`src/design/mms_pkg.sv`:
```
`timescale 1ns / 1ps
`default_nettype none
// ---------------------------------------------------------------------------
// Motor move supervisor package
// Shared widths, reset values, register indexes, operation kinds and result status codes.
// ---------------------------------------------------------------------------
package mms_pkg;

   // Configuration register widths.
   localparam int POWER_W   = 10;
   localparam int TIMEOUT_W = 16;
   localparam int TRAVEL_W  = 16;

   // Configuration port geometry.
   localparam int CSR_ADDR_W = 4;
   localparam int CSR_DATA_W = 32;

   // Result field widths and packed result size.
   localparam int DRIVE_W    = 11;
   localparam int STATUS_W   = 3;
   localparam int RSP_DATA_W = 16;

   // Register values after reset.
   localparam logic [POWER_W-1:0]   POWER_RESET  = 10'd500;
   localparam logic [TIMEOUT_W-1:0] ENGAGE_RESET = 16'd1000;
   localparam logic [TIMEOUT_W-1:0] STALL_RESET  = 16'd200;
   localparam logic [TRAVEL_W-1:0]  TRAVEL_RESET = 16'd2500;

   // Register indexes, taken from paddr[3:2].
   typedef enum logic [1:0] {
      REG_DRIVE_POWER = 2'd0,
      REG_ENGAGE_TO   = 2'd1,
      REG_STALL_TO    = 2'd2,
      REG_MAX_TRAVEL  = 2'd3
   } reg_index_type;

   // Input operation kinds.
   typedef enum logic {
      OP_START  = 1'b0,
      OP_SAMPLE = 1'b1
   } op_type;

   // Result status codes.
   typedef enum logic [STATUS_W-1:0] {
      ST_IDLE          = 3'd0,
      ST_RUNNING       = 3'd1,
      ST_DONE          = 3'd2,
      ST_TOO_FAR       = 3'd3,
      ST_ENGAGE_TO     = 3'd4,
      ST_HIT_LIMIT     = 3'd5,
      ST_TRAVEL_LIMIT  = 3'd6
   } status_type;

endpackage
`default_nettype wire

```
`src/design/motor_move_supervisor.sv`:
```
`timescale 1ns / 1ps
`default_nettype none
// ---------------------------------------------------------------------------
// Motor move supervisor
// Supervises one encoder-driven motor move: starts drive towards a target,
// then checks each encoder sample for engage timeout, stall, overrun and
// arrival, braking the motor on every finish.
// ---------------------------------------------------------------------------
//
//  Channel | Direction | Handshake             | Contents
//  --------+-----------+-----------------------+------------------------------
//  req_    | in        | tvalid/tready         | start or sample transaction
//  rsp_    | out       | tvalid/tready         | drive, status, reversed flag
//  csr_    | in/out    | APB, pready always 1  | four configuration registers
//
//  Each transaction's result is valid in the cycle after its acceptance; one
//  may be accepted in every cycle, limited only by the result register.
//  The result register drains while a new transaction is taken, so req_tready
//  falls only while a result waits and rsp_tready is low.
//  Reset is synchronous: it clears the running and engaged flags, the result
//  valid flag and loads the register defaults.
//  Configuration writes are meant to be made while the block is idle.
// ---------------------------------------------------------------------------
module motor_move_supervisor #(
   parameter int POSITION_BITS = 16,
   parameter int TIME_BITS     = 32
) (
   input  wire                                clock,
   input  wire                                reset,
   // Request stream
   input  wire                                req_tvalid,
   output logic                               req_tready,
   // tdata, low bit first: target_position, want_forward, encoder_pos,
   // now_ms, zero padding to whole bytes
   input  wire [((2*POSITION_BITS+1+TIME_BITS+7)/8)*8-1:0] req_tdata,
   // tuser: op
   input  wire                                req_tuser,
   // Response stream
   output logic                               rsp_tvalid,
   input  wire                                rsp_tready,
   // tdata, low bit first: motor_drive, status, reversed, zero padding
   output logic [mms_pkg::RSP_DATA_W-1:0]     rsp_tdata,
   // Configuration port
   input  wire                                csr_psel,
   input  wire                                csr_penable,
   input  wire                                csr_pwrite,
   input  wire [mms_pkg::CSR_ADDR_W-1:0]      csr_paddr,
   input  wire [mms_pkg::CSR_DATA_W-1:0]      csr_pwdata,
   output logic [mms_pkg::CSR_DATA_W-1:0]     csr_prdata,
   output logic                               csr_pready
);

   localparam int P     = POSITION_BITS;
   localparam int T     = TIME_BITS;
   localparam int CMP_W = (P + 1 > mms_pkg::TRAVEL_W) ? P + 1 : mms_pkg::TRAVEL_W;

   // Configuration registers
   logic [mms_pkg::POWER_W-1:0]   drive_power_ff;
   logic [mms_pkg::TIMEOUT_W-1:0] engage_to_ff;
   logic [mms_pkg::TIMEOUT_W-1:0] stall_to_ff;
   logic [mms_pkg::TRAVEL_W-1:0]  max_travel_ff;

   // Move state
   logic                 running_ff, running_in;
   logic                 engaged_ff, engaged_in;
   logic                 drive_fwd_ff, drive_fwd_in;
   logic                 was_rev_ff, was_rev_in;
   logic signed [P-1:0]  start_pos_ff, start_pos_in;
   logic [P:0]           needed_ff, needed_in;
   logic signed [P-1:0]  prev_pos_ff, prev_pos_in;
   logic [T-1:0]         start_time_ff, start_time_in;
   logic [T-1:0]         last_chg_ff, last_chg_in;

   // Result register
   logic                             rsp_valid_ff;
   logic signed [mms_pkg::DRIVE_W-1:0] rsp_drive_ff, rsp_drive_in;
   mms_pkg::status_type              rsp_status_ff, rsp_status_in;
   logic                             rsp_rev_ff, rsp_rev_in;

   // Unpacked request fields
   logic signed [P-1:0] f_target;
   logic                f_want_fwd;
   logic signed [P-1:0] f_pos;
   logic [T-1:0]        f_now;
   mms_pkg::op_type     f_op;

   logic req_accept;
   logic csr_write;

   // Intermediate values
   logic signed [P:0]   start_diff;
   logic [P:0]          start_steps;
   logic signed [P:0]   trav_diff;
   logic [P:0]          travelled;
   logic                start_rev;
   logic                start_fwd;
   logic [T-1:0]        since_start;
   logic [T-1:0]        since_change;
   logic                too_far;
   logic                over_travel;
   logic                arrived;
   logic signed [mms_pkg::DRIVE_W-1:0] power_ext;

   assign f_target   = req_tdata[P-1:0];
   assign f_want_fwd = req_tdata[P];
   assign f_pos      = req_tdata[2*P:P+1];
   assign f_now      = req_tdata[2*P+T:2*P+1];
   assign f_op       = mms_pkg::op_type'(req_tuser);

   // Handshakes
   assign req_tready = !rsp_valid_ff || rsp_tready;
   assign req_accept = req_tvalid && req_tready;
   assign csr_pready = 1'b1;
   assign csr_write  = csr_psel && csr_penable && csr_pwrite && csr_pready;

   // Configuration register writes.
   always_ff @(posedge clock) begin
      if (reset) begin
         drive_power_ff <= mms_pkg::POWER_RESET;
         engage_to_ff   <= mms_pkg::ENGAGE_RESET;
         stall_to_ff    <= mms_pkg::STALL_RESET;
         max_travel_ff  <= mms_pkg::TRAVEL_RESET;
      end else if (csr_write) begin
         case (mms_pkg::reg_index_type'(csr_paddr[3:2]))
            mms_pkg::REG_DRIVE_POWER: drive_power_ff <= csr_pwdata[mms_pkg::POWER_W-1:0];
            mms_pkg::REG_ENGAGE_TO:   engage_to_ff   <= csr_pwdata[mms_pkg::TIMEOUT_W-1:0];
            mms_pkg::REG_STALL_TO:    stall_to_ff    <= csr_pwdata[mms_pkg::TIMEOUT_W-1:0];
            mms_pkg::REG_MAX_TRAVEL:  max_travel_ff  <= csr_pwdata[mms_pkg::TRAVEL_W-1:0];
            default: ;
         endcase
      end
   end

   // Register read-back.
   always_comb begin
      case (mms_pkg::reg_index_type'(csr_paddr[3:2]))
         mms_pkg::REG_DRIVE_POWER:
            csr_prdata = {{(mms_pkg::CSR_DATA_W-mms_pkg::POWER_W){1'b0}}, drive_power_ff};
         mms_pkg::REG_ENGAGE_TO:
            csr_prdata = {{(mms_pkg::CSR_DATA_W-mms_pkg::TIMEOUT_W){1'b0}}, engage_to_ff};
         mms_pkg::REG_STALL_TO:
            csr_prdata = {{(mms_pkg::CSR_DATA_W-mms_pkg::TIMEOUT_W){1'b0}}, stall_to_ff};
         mms_pkg::REG_MAX_TRAVEL:
            csr_prdata = {{(mms_pkg::CSR_DATA_W-mms_pkg::TRAVEL_W){1'b0}}, max_travel_ff};
         default:
            csr_prdata = '0;
      endcase
   end

   // Distances and elapsed times.
   assign start_diff   = {f_target[P-1], f_target} - {f_pos[P-1], f_pos};
   assign start_steps  = start_diff[P] ? (~start_diff + 1'b1) : start_diff;
   assign trav_diff    = {f_pos[P-1], f_pos} - {start_pos_ff[P-1], start_pos_ff};
   assign travelled    = trav_diff[P] ? (~trav_diff + 1'b1) : trav_diff;
   assign start_rev    = f_want_fwd ? (f_target < f_pos) : (f_target > f_pos);
   assign start_fwd    = f_want_fwd ^ start_rev;
   assign since_start  = f_now - start_time_ff;
   assign since_change = f_now - last_chg_ff;
   assign too_far      = CMP_W'(start_steps) > CMP_W'(max_travel_ff);
   assign over_travel  = CMP_W'(travelled) > CMP_W'(max_travel_ff);
   assign arrived      = travelled >= needed_ff;
   assign power_ext    = {1'b0, drive_power_ff};

   // Move supervision: next state and result for the offered transaction.
   always_comb begin
      running_in    = running_ff;
      engaged_in    = engaged_ff;
      drive_fwd_in  = drive_fwd_ff;
      was_rev_in    = was_rev_ff;
      start_pos_in  = start_pos_ff;
      needed_in     = needed_ff;
      prev_pos_in   = prev_pos_ff;
      start_time_in = start_time_ff;
      last_chg_in   = last_chg_ff;
      rsp_drive_in  = '0;
      rsp_status_in = mms_pkg::ST_IDLE;
      rsp_rev_in    = 1'b0;

      if (f_op == mms_pkg::OP_START) begin
         // A start abandons any running move and sets up the new one.
         drive_fwd_in  = start_fwd;
         was_rev_in    = start_rev;
         start_pos_in  = f_pos;
         prev_pos_in   = f_pos;
         needed_in     = start_steps;
         engaged_in    = 1'b0;
         start_time_in = f_now;
         last_chg_in   = f_now;
         rsp_rev_in    = start_rev;
         if (too_far) begin
            running_in    = 1'b0;
            rsp_status_in = mms_pkg::ST_TOO_FAR;
         end else begin
            running_in    = 1'b1;
            rsp_status_in = mms_pkg::ST_RUNNING;
            rsp_drive_in  = start_fwd ? power_ext : -power_ext;
         end
      end else if (running_ff) begin
         rsp_rev_in = was_rev_ff;
         if (!engaged_ff && (since_start > T'(engage_to_ff))) begin
            running_in    = 1'b0;
            engaged_in    = 1'b0;
            rsp_status_in = mms_pkg::ST_ENGAGE_TO;
         end else if (engaged_ff && (f_pos == prev_pos_ff)
                      && (since_change > T'(stall_to_ff))) begin
            running_in    = 1'b0;
            engaged_in    = 1'b0;
            rsp_status_in = mms_pkg::ST_HIT_LIMIT;
         end else begin
            // Motion tracking, then the distance checks.
            if (!engaged_ff) begin
               if (f_pos != start_pos_ff) begin
                  engaged_in  = 1'b1;
                  last_chg_in = f_now;
               end
            end else if (f_pos != prev_pos_ff) begin
               last_chg_in = f_now;
            end
            prev_pos_in = f_pos;
            if (over_travel) begin
               running_in    = 1'b0;
               engaged_in    = 1'b0;
               rsp_status_in = mms_pkg::ST_TRAVEL_LIMIT;
            end else if (arrived) begin
               running_in    = 1'b0;
               engaged_in    = 1'b0;
               rsp_status_in = mms_pkg::ST_DONE;
            end else begin
               rsp_status_in = mms_pkg::ST_RUNNING;
               rsp_drive_in  = drive_fwd_ff ? power_ext : -power_ext;
            end
         end
      end
   end

   // Move state and control flags.
   always_ff @(posedge clock) begin
      if (reset) begin
         running_ff   <= 1'b0;
         engaged_ff   <= 1'b0;
         rsp_valid_ff <= 1'b0;
      end else begin
         if (req_accept) begin
            running_ff <= running_in;
            engaged_ff <= engaged_in;
         end
         if (req_accept) begin
            rsp_valid_ff <= 1'b1;
         end else if (rsp_tready) begin
            rsp_valid_ff <= 1'b0;
         end
      end
   end

   // Move payload state and the result register.
   always_ff @(posedge clock) begin
      if (req_accept) begin
         drive_fwd_ff  <= drive_fwd_in;
         was_rev_ff    <= was_rev_in;
         start_pos_ff  <= start_pos_in;
         needed_ff     <= needed_in;
         prev_pos_ff   <= prev_pos_in;
         start_time_ff <= start_time_in;
         last_chg_ff   <= last_chg_in;
         rsp_drive_ff  <= rsp_drive_in;
         rsp_status_ff <= rsp_status_in;
         rsp_rev_ff    <= rsp_rev_in;
      end
   end

   assign rsp_tvalid = rsp_valid_ff;
   assign rsp_tdata  = {{(mms_pkg::RSP_DATA_W-mms_pkg::DRIVE_W-mms_pkg::STATUS_W-1){1'b0}},
                        rsp_rev_ff, rsp_status_ff, rsp_drive_ff};

   // Only a running move drives the motor.
   a_brake_unless_running: assert property (@(posedge clock) disable iff (reset)
      rsp_valid_ff && (rsp_status_ff != mms_pkg::ST_RUNNING) |-> rsp_drive_ff == '0)
      else $error("motor driven on a result that is not running");

   // A move cannot be engaged without running.
   a_engaged_implies_running: assert property (@(posedge clock) disable iff (reset)
      !running_ff |-> !engaged_ff)
      else $error("engaged flag set while no move runs");

   // Every accepted transaction leaves a result waiting.
   a_accept_gives_result: assert property (@(posedge clock) disable iff (reset)
      req_accept |=> rsp_valid_ff)
      else $error("accepted transaction produced no result");

   // A running result agrees with the move state.
   a_running_status: assert property (@(posedge clock) disable iff (reset)
      req_accept |=> (rsp_status_ff == mms_pkg::ST_RUNNING) == running_ff)
      else $error("result status disagrees with move state");

endmodule
`default_nettype wire

```
`config.mk`:
```
export PLATFORM = sky130hd
export DESIGN_NAME = motor_move_supervisor
export DESIGN_NICKNAME = d
export VERILOG_FILES = /design/src/design/mms_pkg.sv /design/src/design/motor_move_supervisor.sv
export SDC_FILE = /design/constraint.sdc
export NUM_CORES = 1
export LEC_CHECK = 0
export ABC_CLOCK_PERIOD_IN_PS = 11350
export BUFFER_PORTS_ARGS = -buffer_cell sky130_fd_sc_hd__buf_2
export CORE_UTILIZATION = 30
export CTS_CLUSTER_DIAMETER = 150
export CTS_CLUSTER_SIZE = 20
export DETAILED_ROUTE_END_ITERATION = 7
export SLEW_MARGIN = 0
export SYNTH_ARGS = -nofsm -noshare
export SYNTH_HDL_FRONTEND = slang
export SYNTH_SLANG_ARGS = --single-unit
```
`constraint.sdc`:
```
create_clock -name clock -period 11.35 [get_ports clock]
set_input_delay 0.5675 -clock clock [delete_from_list [all_inputs] [get_ports clock]]
set_output_delay 0.5675 -clock clock [all_outputs]
set_load 0.01 [all_outputs]
```
-- Yosys cells after proc, flatten, opt, wreduce, memory -nomap -nowiden
Cells that the tools add are included.
- $add $sub $neg: 7
- order comparisons: 7
- equality and inequality tests: 11
- mux-type cells: 50
- bitwise operators: 4
- reductions and logical operators: 19
- operator list (operator ; count):
    32-bit 2-to-1 mux ; 7
    32-bit one-hot mux with 4 select lines ; 1
    11-bit 2-to-1 mux ; 9
    32-bit by 16-bit greater-than comparator with 1-bit output ; 2
    16-bit 2-to-1 mux ; 4
    32-bit subtractor ; 2
    17-bit by 1-bit adder with 17-bit output, second input constant ; 2
    17-bit by 16-bit greater-than comparator with 1-bit output ; 2
    17-bit 2-to-1 mux ; 2
    17-bit NOT ; 2
    16-bit by 16-bit subtractor with 17-bit output ; 2
    16-bit inequality test ; 2
    1-bit 2-to-1 mux ; 20
    17-bit greater-or-equal comparator ; 1
    16-bit == test ; 1
    16-bit greater-than comparator ; 1
    16-bit less-than comparator ; 1
    3-bit 2-to-1 mux ; 5
    2-bit AND reduction ; 6
    10-bit negator with 11-bit output ; 1
    1-bit logical AND ; 6
    6-bit AND reduction ; 1
    2-bit == test, second input constant ; 2
    2-bit 2-to-1 mux ; 2
    12 further kinds ; 14
- register bits: 191
- input bits: 116
- output and inout bits: 51

-- Longest topological paths before layout
Gate-level depths: netlist (run 1).
- depth after elaboration: 11
- mapped depth: 25
- depth with buffers taken out: 25

-- Least setup slack after synthesis (run 1)
Ideal clock, no wire load.
- path kind: input port to flip-flop
- from: in req_tdata[33]
- to: reg prev_pos_ff[0], enable pin
- library setup time: 388 ps
- arrival time: 5145 ps
- path slack: 5817 ps
- cell stages on the path: 22
- buffers on the path: 0
- path through: inv_1 -> ha_1 -> inv_1 -> fa_1 -> a21o_1 -> a31o_1 -> a21boi_0 -> o21bai_1 -> a21oi_1 -> xnor2_1 -> ha_1 -> nand2_1 -> nor2_1 -> a221o_1 -> a311oi_1 -> o22ai_1 -> nor4_1 -> nand4_1 -> o41a_1 -> nor2_1 -> nor2_1 -> nor2_1
- cells in the longest elaborated chain, start to end: 5
- elaborated cells on any way between the ends: 9
- those cells by class: add/sub (2); order compare (2); eq/ne (2); reduce/logical (3)
- ends and longest elaborated chain (what ; RTL line ; text):
    start: declaration ; motor_move_supervisor.sv:35 ; input wire [((2*POSITION_BITS+1+TIME_BITS+7)/8)*8-1:0] req_tdata,
    32-bit subtractor, on equally long branches ; motor_move_supervisor.sv:158, motor_move_supervisor.sv:157 ;
    32-bit by 16-bit greater-than comparator with 1-bit output, on equally long branches ; motor_move_supervisor.sv:205, motor_move_supervisor.sv:200 ;
    1-bit logical AND, on equally long branches ; motor_move_supervisor.sv:205, motor_move_supervisor.sv:200 ;
    2-bit inequality test (no source line) ; n/a ;
    4-bit AND reduction (no source line) (*) ; n/a ;
    end signal: assignment ; motor_move_supervisor.sv:262 ; prev_pos_ff <= prev_pos_in;
    end: declaration ; motor_move_supervisor.sv:70 ; logic signed [P-1:0] prev_pos_ff, prev_pos_in;
Mark *: on every way between the ends. The rest lies on a longest branch, timed or not.
A chain may end at the register's enable or synchronous reset.

-- Worst setup path in the final report (run 1)
- from: reg start_pos_ff[0]
- to: reg rsp_drive_ff[3] in the netlist's numbering (data pin)
- cells in the longest elaborated chain, start to end: 11
- elaborated cells on any way between the ends: 12
- those cells by class: add/sub (2); order compare (2); mux (7); bitwise (1)
- ends and longest elaborated chain (what ; RTL line ; text):
    start: declaration ; motor_move_supervisor.sv:68 ; logic signed [P-1:0] start_pos_ff, start_pos_in;
    start signal: assignment ; motor_move_supervisor.sv:260 ; start_pos_ff <= start_pos_in;
    16-bit by 16-bit subtractor with 17-bit output (*) ; motor_move_supervisor.sv:153 ; assign trav_diff = {f_pos[P-1], f_pos} - {start_pos_ff[P-1], start_pos_ff};
    17-bit NOT ; motor_move_supervisor.sv:154 ; assign travelled = trav_diff[P] ? (~trav_diff + 1'b1) : trav_diff;
    17-bit by 1-bit adder with 17-bit output ; motor_move_supervisor.sv:154 ;
    17-bit 2-to-1 mux (*) ; motor_move_supervisor.sv:154 ;
    17-bit greater-or-equal comparator ; motor_move_supervisor.sv:161 ; assign arrived = travelled >= needed_ff;
    11-bit 2-to-1 mux ; motor_move_supervisor.sv:224 ; end else if (arrived) begin
    11-bit 2-to-1 mux (*) ; motor_move_supervisor.sv:220 ; if (over_travel) begin
    11-bit 2-to-1 mux (*) ; motor_move_supervisor.sv:204 ; end else if (engaged_ff && (f_pos == prev_pos_ff)
    11-bit 2-to-1 mux (*) ; motor_move_supervisor.sv:200 ; if (!engaged_ff && (since_start > T'(engage_to_ff))) begin
    11-bit 2-to-1 mux (*) ; motor_move_supervisor.sv:198 ; end else if (running_ff) begin
    11-bit 2-to-1 mux (*) ; motor_move_supervisor.sv:179 ; if (f_op == mms_pkg::OP_START) begin
    named net rsp_drive_in, one bit ; motor_move_supervisor.sv:76 ; logic signed [mms_pkg::DRIVE_W-1:0] rsp_drive_ff, rsp_drive_in;
    end signal: assignment ; motor_move_supervisor.sv:265 ; rsp_drive_ff <= rsp_drive_in;
    end: declaration ; motor_move_supervisor.sv:76 ;
Mark *: on every way through the listed nets, which the timed path passes. The rest lies on a longest branch.

==> results by group, run 1 <==
Yosys
  – Flops & latches, synth: 191
  – Synth Cell Area: 15,600 um^2
  – Ys async rst share: 0%
  – Library cells used by synthesis: 83
  – Top FF cell, synth: edfxtp_1
  – Sequential share of the synthesized area: 32.9%
  – Gate Count Post-Synth: 1,792
  – Post-synth EDFFs: 130
  – Synthesis Warnings: 0
  – Syn_area_per_cell: 8.68 um^2

Finish
  – NumNets Final: 2,190
  – Sequential cell area: 5120 um^2
  – Multi-input combinational cell area: 9440 um^2
  – Fillcell total: 5,362
  – Area growth, synth to finish: 11.9%
  – Post-layout util: 33.9%
  – Layout cells sized above 1: 10.3%
  – Commonest non-fill, non-tap cell in the layout: inv_1
  – Most frequent cells in the layout: inv_1 (197), nand2_1 (181), ha_1 (179)

Global routing
  – GR Overflow Total: 0
  – Gr usage total: 17.0%
  – First-pass GRT wire length: 69,900 um
  – Vias in the first global route: 12,800
  – Initial antenna violation count: 6
  – Largest net degree at the start of global routing: 68

Timing
  – Clock skew: 0.0155 ns
  – Hold slack final: 0.334 ns
  – Period utilisation layout: 55.2%
  – Worst rel slew slack: 15.2%
  – FMAX: 160 MHz
  – RSZ-0062 raised after global routing: false
  – Minimum clock period: 6.26 ns
  – Setup Viol. Count Final: 0
  – Max-slew violations: 0
  – Final count of hold timing violations: 0
  – Setup TNS: 0 ns
  – Slew @ Worst Pin: 1.27 ns

Run
  – Max Cap Viol: 0

Power
  – Pwr Density: 122 nW/um^2
  – Max IR drop VDD: 0.000119 V
  – P_leak: 7.26 nW

Route
  – Iter 0 DRT Violations: 927
  – Vias per inst: 5.25
  – Overall routed net length: 45,000 um
  – Initial DRT Pass Iterations: 5
  – Post-route ant nets: 0
  – DRC: 0
  – DR WL/cell: 17.4 um
  – Vias after detailed routing: 13,600

Critical path
  – Crit path max fanout: 7
  – Worst Setup EP: rsp_drive_ff[3]
  – Data required, critical path: 11.64 ns
  – Critical Path AT: 6.55 ns
  – Worst r2r path cells: 22
  – Reg2reg start: start_pos_ff[0]
  – Setup crit start kind: register
  – Setup slack, reg-to-reg: 5.09 ns
  – Crit Path Category: reg -> reg
  – Reg2reg end: rsp_drive_ff[3]
  – Endpoint class of the critical path: register
  – Worst Setup SP: start_pos_ff[0]

Floorplan
  – CORE AREA: 51,300 um^2
  – Die footprint: 52,800 um^2
  – Die Y: 230 um
  – Initial core utilization: 30.3%
  – Die span in x: 230 um
  – Number of cell rows: 83
  – # IOs: 167

Clock tree
  – CTS Buf Count: 17
  – CTS tree: done
  – CTS sink count: 191
  – Post-CTS resize count: 0
  – Clk Latency, worst-skew pair: 0.47 ns
  – Clock transition at path regs: 0.08 ns
  – Clk buf depth: 2
  – CTS HTree Levels: 4
  – Cts hold-fix bufs: 0
  – CTS root buf: clkbuf_16
  – Setup Fix Bufs, Post-CTS: 0

Placement
  – Port bufs: 123
  – Routability congestion estimate: 0.888
  – DP HPWL: 36,000 um

Worst hold path
  – Hold Crit Class: in -> reg

Status
  – Outcome: completed
==> worst min path at each step <==
stage | cells past startpoint | to | startpoint
2_1_floorplan | 2 | stall_to_ff[10] | stall_to_ff[10]
3_3_place_gp | 2 | stall_to_ff[10] | stall_to_ff[10]
3_5_place_dp | 2 | stall_to_ff[14] | stall_to_ff[14]
4_1_cts | 3 | rsp_tvalid | req_tvalid
5_1_grt | 1 | start_time_ff[0] | req_tdata[33]
6_report | 1 | start_time_ff[0] | req_tdata[33]
==> metrics by stage <==
stage | power (mW) | instances | cell area (um^2) | setup slack (ns)
after CTS | 2.13 | 2584 | 17400 | 5.06
after detailed placement | 1.51 | 2552 | 16800 | 4.62
final | 2.12 | 2588 | 17400 | 5.09
after global placement | 1.49 | 2552 | 16800 | 4.69
after global routing | 2.25 | 2584 | 17400 | 4.66
after floorplan | 1.31 | 1808 | 15600 | 5.82
==> area by class of cell <==
| cell class | count | share of cell area (%) |
|---|---|---|
| flip-flops and latches | 191 | 29.5 |
| clock buffers | 19 | 2.67 |
| clock inverters | 13 | 0.690 |
| repair buffers | 128 | 3.75 |
| diodes | 4 | 0.0575 |
| inverters | 198 | 4.27 |
| well taps | 680 | 4.89 |
| multi-input cells | 1355 | 54.2 |
==> routing by layer <==
metal  routed length, um  GRT usage [%]
met5                  20              0
met4                 907           4.93
met3                2870           3.91
met2               19900           26.6
met1               21300           23.2
==> synth_stat cells (all sizes together), types with 27 or more instances <==
cell type | instances | share of area [%]
o21ai | 86 | 2.8
nand2 | 181 | 4.4
a21o | 46 | 2.2
buf | 27 | 1.2
xor2 | 39 | 2.2
nor2 | 128 | 3.1
edfxtp | 130 | 25
xnor2 | 73 | 4.1
inv | 197 | 4.8
ha | 179 | 14
nand3 | 34 | 1.1
nor3 | 37 | 1.2
a21oi | 155 | 5.0
nand4 | 46 | 1.8
o211ai | 28 | 1.4
dfxtp | 61 | 7.9
clkbuf | 37 | 0.90
==> power by group <==
group          switching (mW)  internal, mW
clock                   0.309         0.309
combinational           0.431         0.276
sequential             0.0109         0.785
total                   0.751          1.37
==> worst max-delay path: stages (launching register included) <==
cell and delay, ns:
edfxtp_1 0.37, ha_1 0.22, fa_1 0.39, nand2b_1 0.18, a21oi_1 0.15, nor2_1 0.06
xnor2_1 0.19, nor4_1 0.65, and4b_1 0.35, nor2_1 0.07, xnor2_1 0.26, ha_1 0.30
a21o_1 0.16, a21o_1 0.17, a21o_1 0.17, a21o_1 0.17, a221o_1 0.34, a21oi_1 0.17
a21oi_1 0.11, a2111o_1 0.47, nor3_2 0.44, nor2_1 0.36, o221ai_1 0.32
==> logic make-up (layout without fill, tap and decap cells) <==
| logic type | after synthesis | in the layout | share of synthesized area (%) |
|---|---|---|---|
| muxes | 24 | 24 | 2.38 |
| xor gates and xnor gates | 112 | 112 | 6.31 |
| and+or+nand+nor | 543 | 543 | 16.6 |
| other | 2 | 22 | 0.0483 |
| DFF | 191 | 191 | 32.9 |
| AOI/OAI and AO/OA | 475 | 475 | 20.0 |
| adders and majority gates | 183 | 183 | 14.9 |
| buffers and inverters | 262 | 358 | 6.84 |
==> sequential cells by signal (all words and copies together), names as in the netlist, 3 cells and up <==
| name | flops |
|---|---|
| last_chg_ff | 32 |
| rsp_status_ff | 3 |
| engage_to_ff | 16 |
| stall_to_ff | 16 |
| start_pos_ff | 16 |
| prev_pos_ff | 16 |
| drive_power_ff | 10 |
| start_time_ff | 32 |
| needed_ff | 17 |
| rsp_drive_ff | 11 |
| max_travel_ff | 16 |
Note: power is estimated with default switching activity, not from simulation.
==> inputs of run 2 (changes only) <==
Settings changed: ABC_CLOCK_PERIOD_IN_PS 11350 to 5050.
Clock period 11.35 ns to 5.05 ns, I/O delays scaled along.
==> run 2 against run 1 <==
The flow now finishes with violations (DRC, setup timing). First-iteration DRC count grew 12%. Count of clock-buffer cells in the layout shrank 1. Design area increased by 15%. Sequential share of layout area down 3.9 points.
==> results by group, run 2 (synthesized netlist as in run 1, its figures left out) <==
Power
  – Net Sw Frac: 35.2%
  – Overall Power: 5.29 mW
  – Clock share of power: 26.8%
  – P_leak: 8.71 nW
  – Part of the power in registers: 33.9%
  – Pwr Density: 263 nW/um^2
  – Logic pwr share: 39.4%
  – Switching pwr: 1.86 mW
  – Power Internal: 3.42 mW
  – Max IR drop VDD: 0.000281 V

Finish
  – Fin cells: 2,848
  – Most frequent cells in the layout: buf_4 (244), inv_1 (194), nand2_1 (175)
  – Layout cells sized above 1: 24.9%
  – NumNets Final: 2,451
  – Area growth, synth to finish: 29.1%
  – Commonest non-fill, non-tap cell in the layout: buf_4
  – Largest registers: last_chg_ff x32, start_time_ff x32, needed_ff x17

Placement
  – Routability congestion estimate: 0.897
  – DP HPWL: 39,100 um
  – Port bufs: 123
  – Place WS: -0.463 ns
  – Placed cell count: 2,785

Critical path
  – Setup slack, reg-to-reg: -0.16 ns
  – Setup crit start kind: register
  – Reg2reg end: rsp_drive_ff[10]
  – Endpoint class of the critical path: register
  – Reg2reg start: start_pos_ff[1]
  – Worst Setup EP: rsp_drive_ff[10]
  – Crit path max fanout: 5
  – Worst r2r path cells: 24
  – Worst Setup SP: start_pos_ff[1]
  – Critical Path AT: 5.54 ns
  – Crit Path Category: reg -> reg
  – Data required, critical path: 5.38 ns

Timing
  – Setup Viol. Count Final: 42
  – FMAX: 192 MHz
  – RSZ-0062 raised after global routing: true
  – Slew @ Worst Pin: 0.959 ns
  – Worst rel slew slack: 36.1%
  – Max-slew violations: 0
  – Minimum clock period: 5.21 ns
  – Period utilisation layout: 103%
  – Setup ws final: -0.163 ns
  – Final count of hold timing violations: 0
  – Clock skew: 0.0114 ns
  – Hold slack final: 0.0303 ns

Route
  – Overall routed net length: 49,700 um
  – Initial DRT Pass Iterations: 7
  – Vias after detailed routing: 14,600
  – Vias per inst: 5.13
  – Iter 0 DRT Violations: 1,034
  – Post-route ant nets: 0
  – DRC: 4
  – DR WL/cell: 17.5 um

Global routing
  – Initial antenna violation count: 6
  – Gr usage total: 18.6%
  – Vias in the first global route: 14,000
  – First-pass GRT wire length: 76,900 um
  – GR Overflow Total: 0
  – Largest net degree at the start of global routing: 49

Floorplan
  – CORE AREA: 51,300 um^2
  – Die Y: 230 um
  – Initial core utilization: 30.3%
  – Die span in x: 230 um
  – Die footprint: 52,800 um^2
  – Number of cell rows: 83
  – # IOs: 167

Clock tree
  – CTS root buf: clkbuf_16
  – Cts hold-fix bufs: 0
  – CTS tree: done
  – CTS HTree Levels: 4
  – CTS Buf Count: 17
  – CTS sink count: 191
  – Clock transition at path regs: 0.08 ns
  – Clk buf depth: 2
  – Clk Latency, worst-skew pair: 0.47 ns

Worst hold path
  – Hold Crit Class: in -> reg

Run
  – Max Cap Viol: 0

Status
  – Outcome: finished with violations
  – Failing checks: DRC, setup timing
[run 2: changes by cell type in the layout (fill, tap and decap cells not counted), sizes merged]
cell,change
clkinv,+1
clkinvlp,-1
diode,-1
clkbuf,+1
buf,+259
inv,+1
[run 2: power by group through the flow]
stage	clock (mW)	sequential (mW)	combinational, mW
3_3_place_gp	0	1.83	1.84
3_5_place_dp	0	1.83	1.88
6_report	1.41	1.79	2.08
4_1_cts	1.45	1.79	1.99
2_1_floorplan	0	1.83	1.13
5_1_grt	1.49	1.80	2.29
[run 2: timing repair]
item / 4_1_cts / 5_1_grt
setup buffers: 23 / 11
gates cloned: 4 / 1
setup endpoints to repair: 62 / 64
pin swaps: 60 / 64
gates resized for setup: 60 / 72
[run 2: metrics by stage]
stage / cell area (um^2) / utilization (%) / TNS, ns
2_1_floorplan: 15600 / - / 0
3_3_place_gp: 18600 / 36.3 / -14.75
3_5_place_dp: 18600 / 36.3 / -20.69
4_1_cts: 19700 / 38.4 / -5.16
5_1_grt: 20100 / 39.1 / -21.30
6_report: 20100 / 39.2 / -3.21
[run 2: area by class of cell]
type                       count  area [um^2]
inverter                     198          743
clock buffer                  18          450
antenna                        3         7.51
timing repair buffer         389         2790
clock inverter                14          141
fill                        5143        31200
sequential                   191         5120
multi-input combinational   1355         9980
tap                          680          851
[run 2: layer usage]
layer	track usage, %	vias to the layer above	wire [um]	share of wire [%]
li1	-	7189	-	-
met1	25.0	6936	22400	45
met2	30.1	413	22800	46
met3	3.32	65	3370	6.8
met4	5.90	4	1080	2.2
met5	0	-	26	0.052
[run 2: critical path, stage by stage (launching register included)]
cell	delay (ns)
edfxtp_1	0.41
inv_2	0.08
ha_4	0.19
nor2b_4	0.12
o31a_1	0.35
or4b_1	0.55
nand3_2	0.13
nor4_4	0.06
and4b_1	0.25
nor2_2	0.12
xnor2_2	0.13
ha_1	0.26
a21o_1	0.16
a21o_1	0.15
a21o_1	0.16
a21o_1	0.16
a221o_1	0.33
a21oi_2	0.16
a21oi_2	0.05
a2111o_1	0.34
buf_6	0.14
o41ai_4	0.32
buf_4	0.19
buf_6	0.13
o31a_1	0.15
[run 2: worst min-delay path by stage]
stage                          startpoint               to  cells past startpoint
after global placement    stall_to_ff[11]  stall_to_ff[11]                      2
after global routing        req_tdata[42]   last_chg_ff[9]                      1
after floorplan             req_tdata[33]   last_chg_ff[0]                      0
after CTS                      req_tvalid       rsp_tvalid                      3
after detailed placement  stall_to_ff[11]  stall_to_ff[11]                      2
final                       req_tdata[41]   last_chg_ff[8]                      1
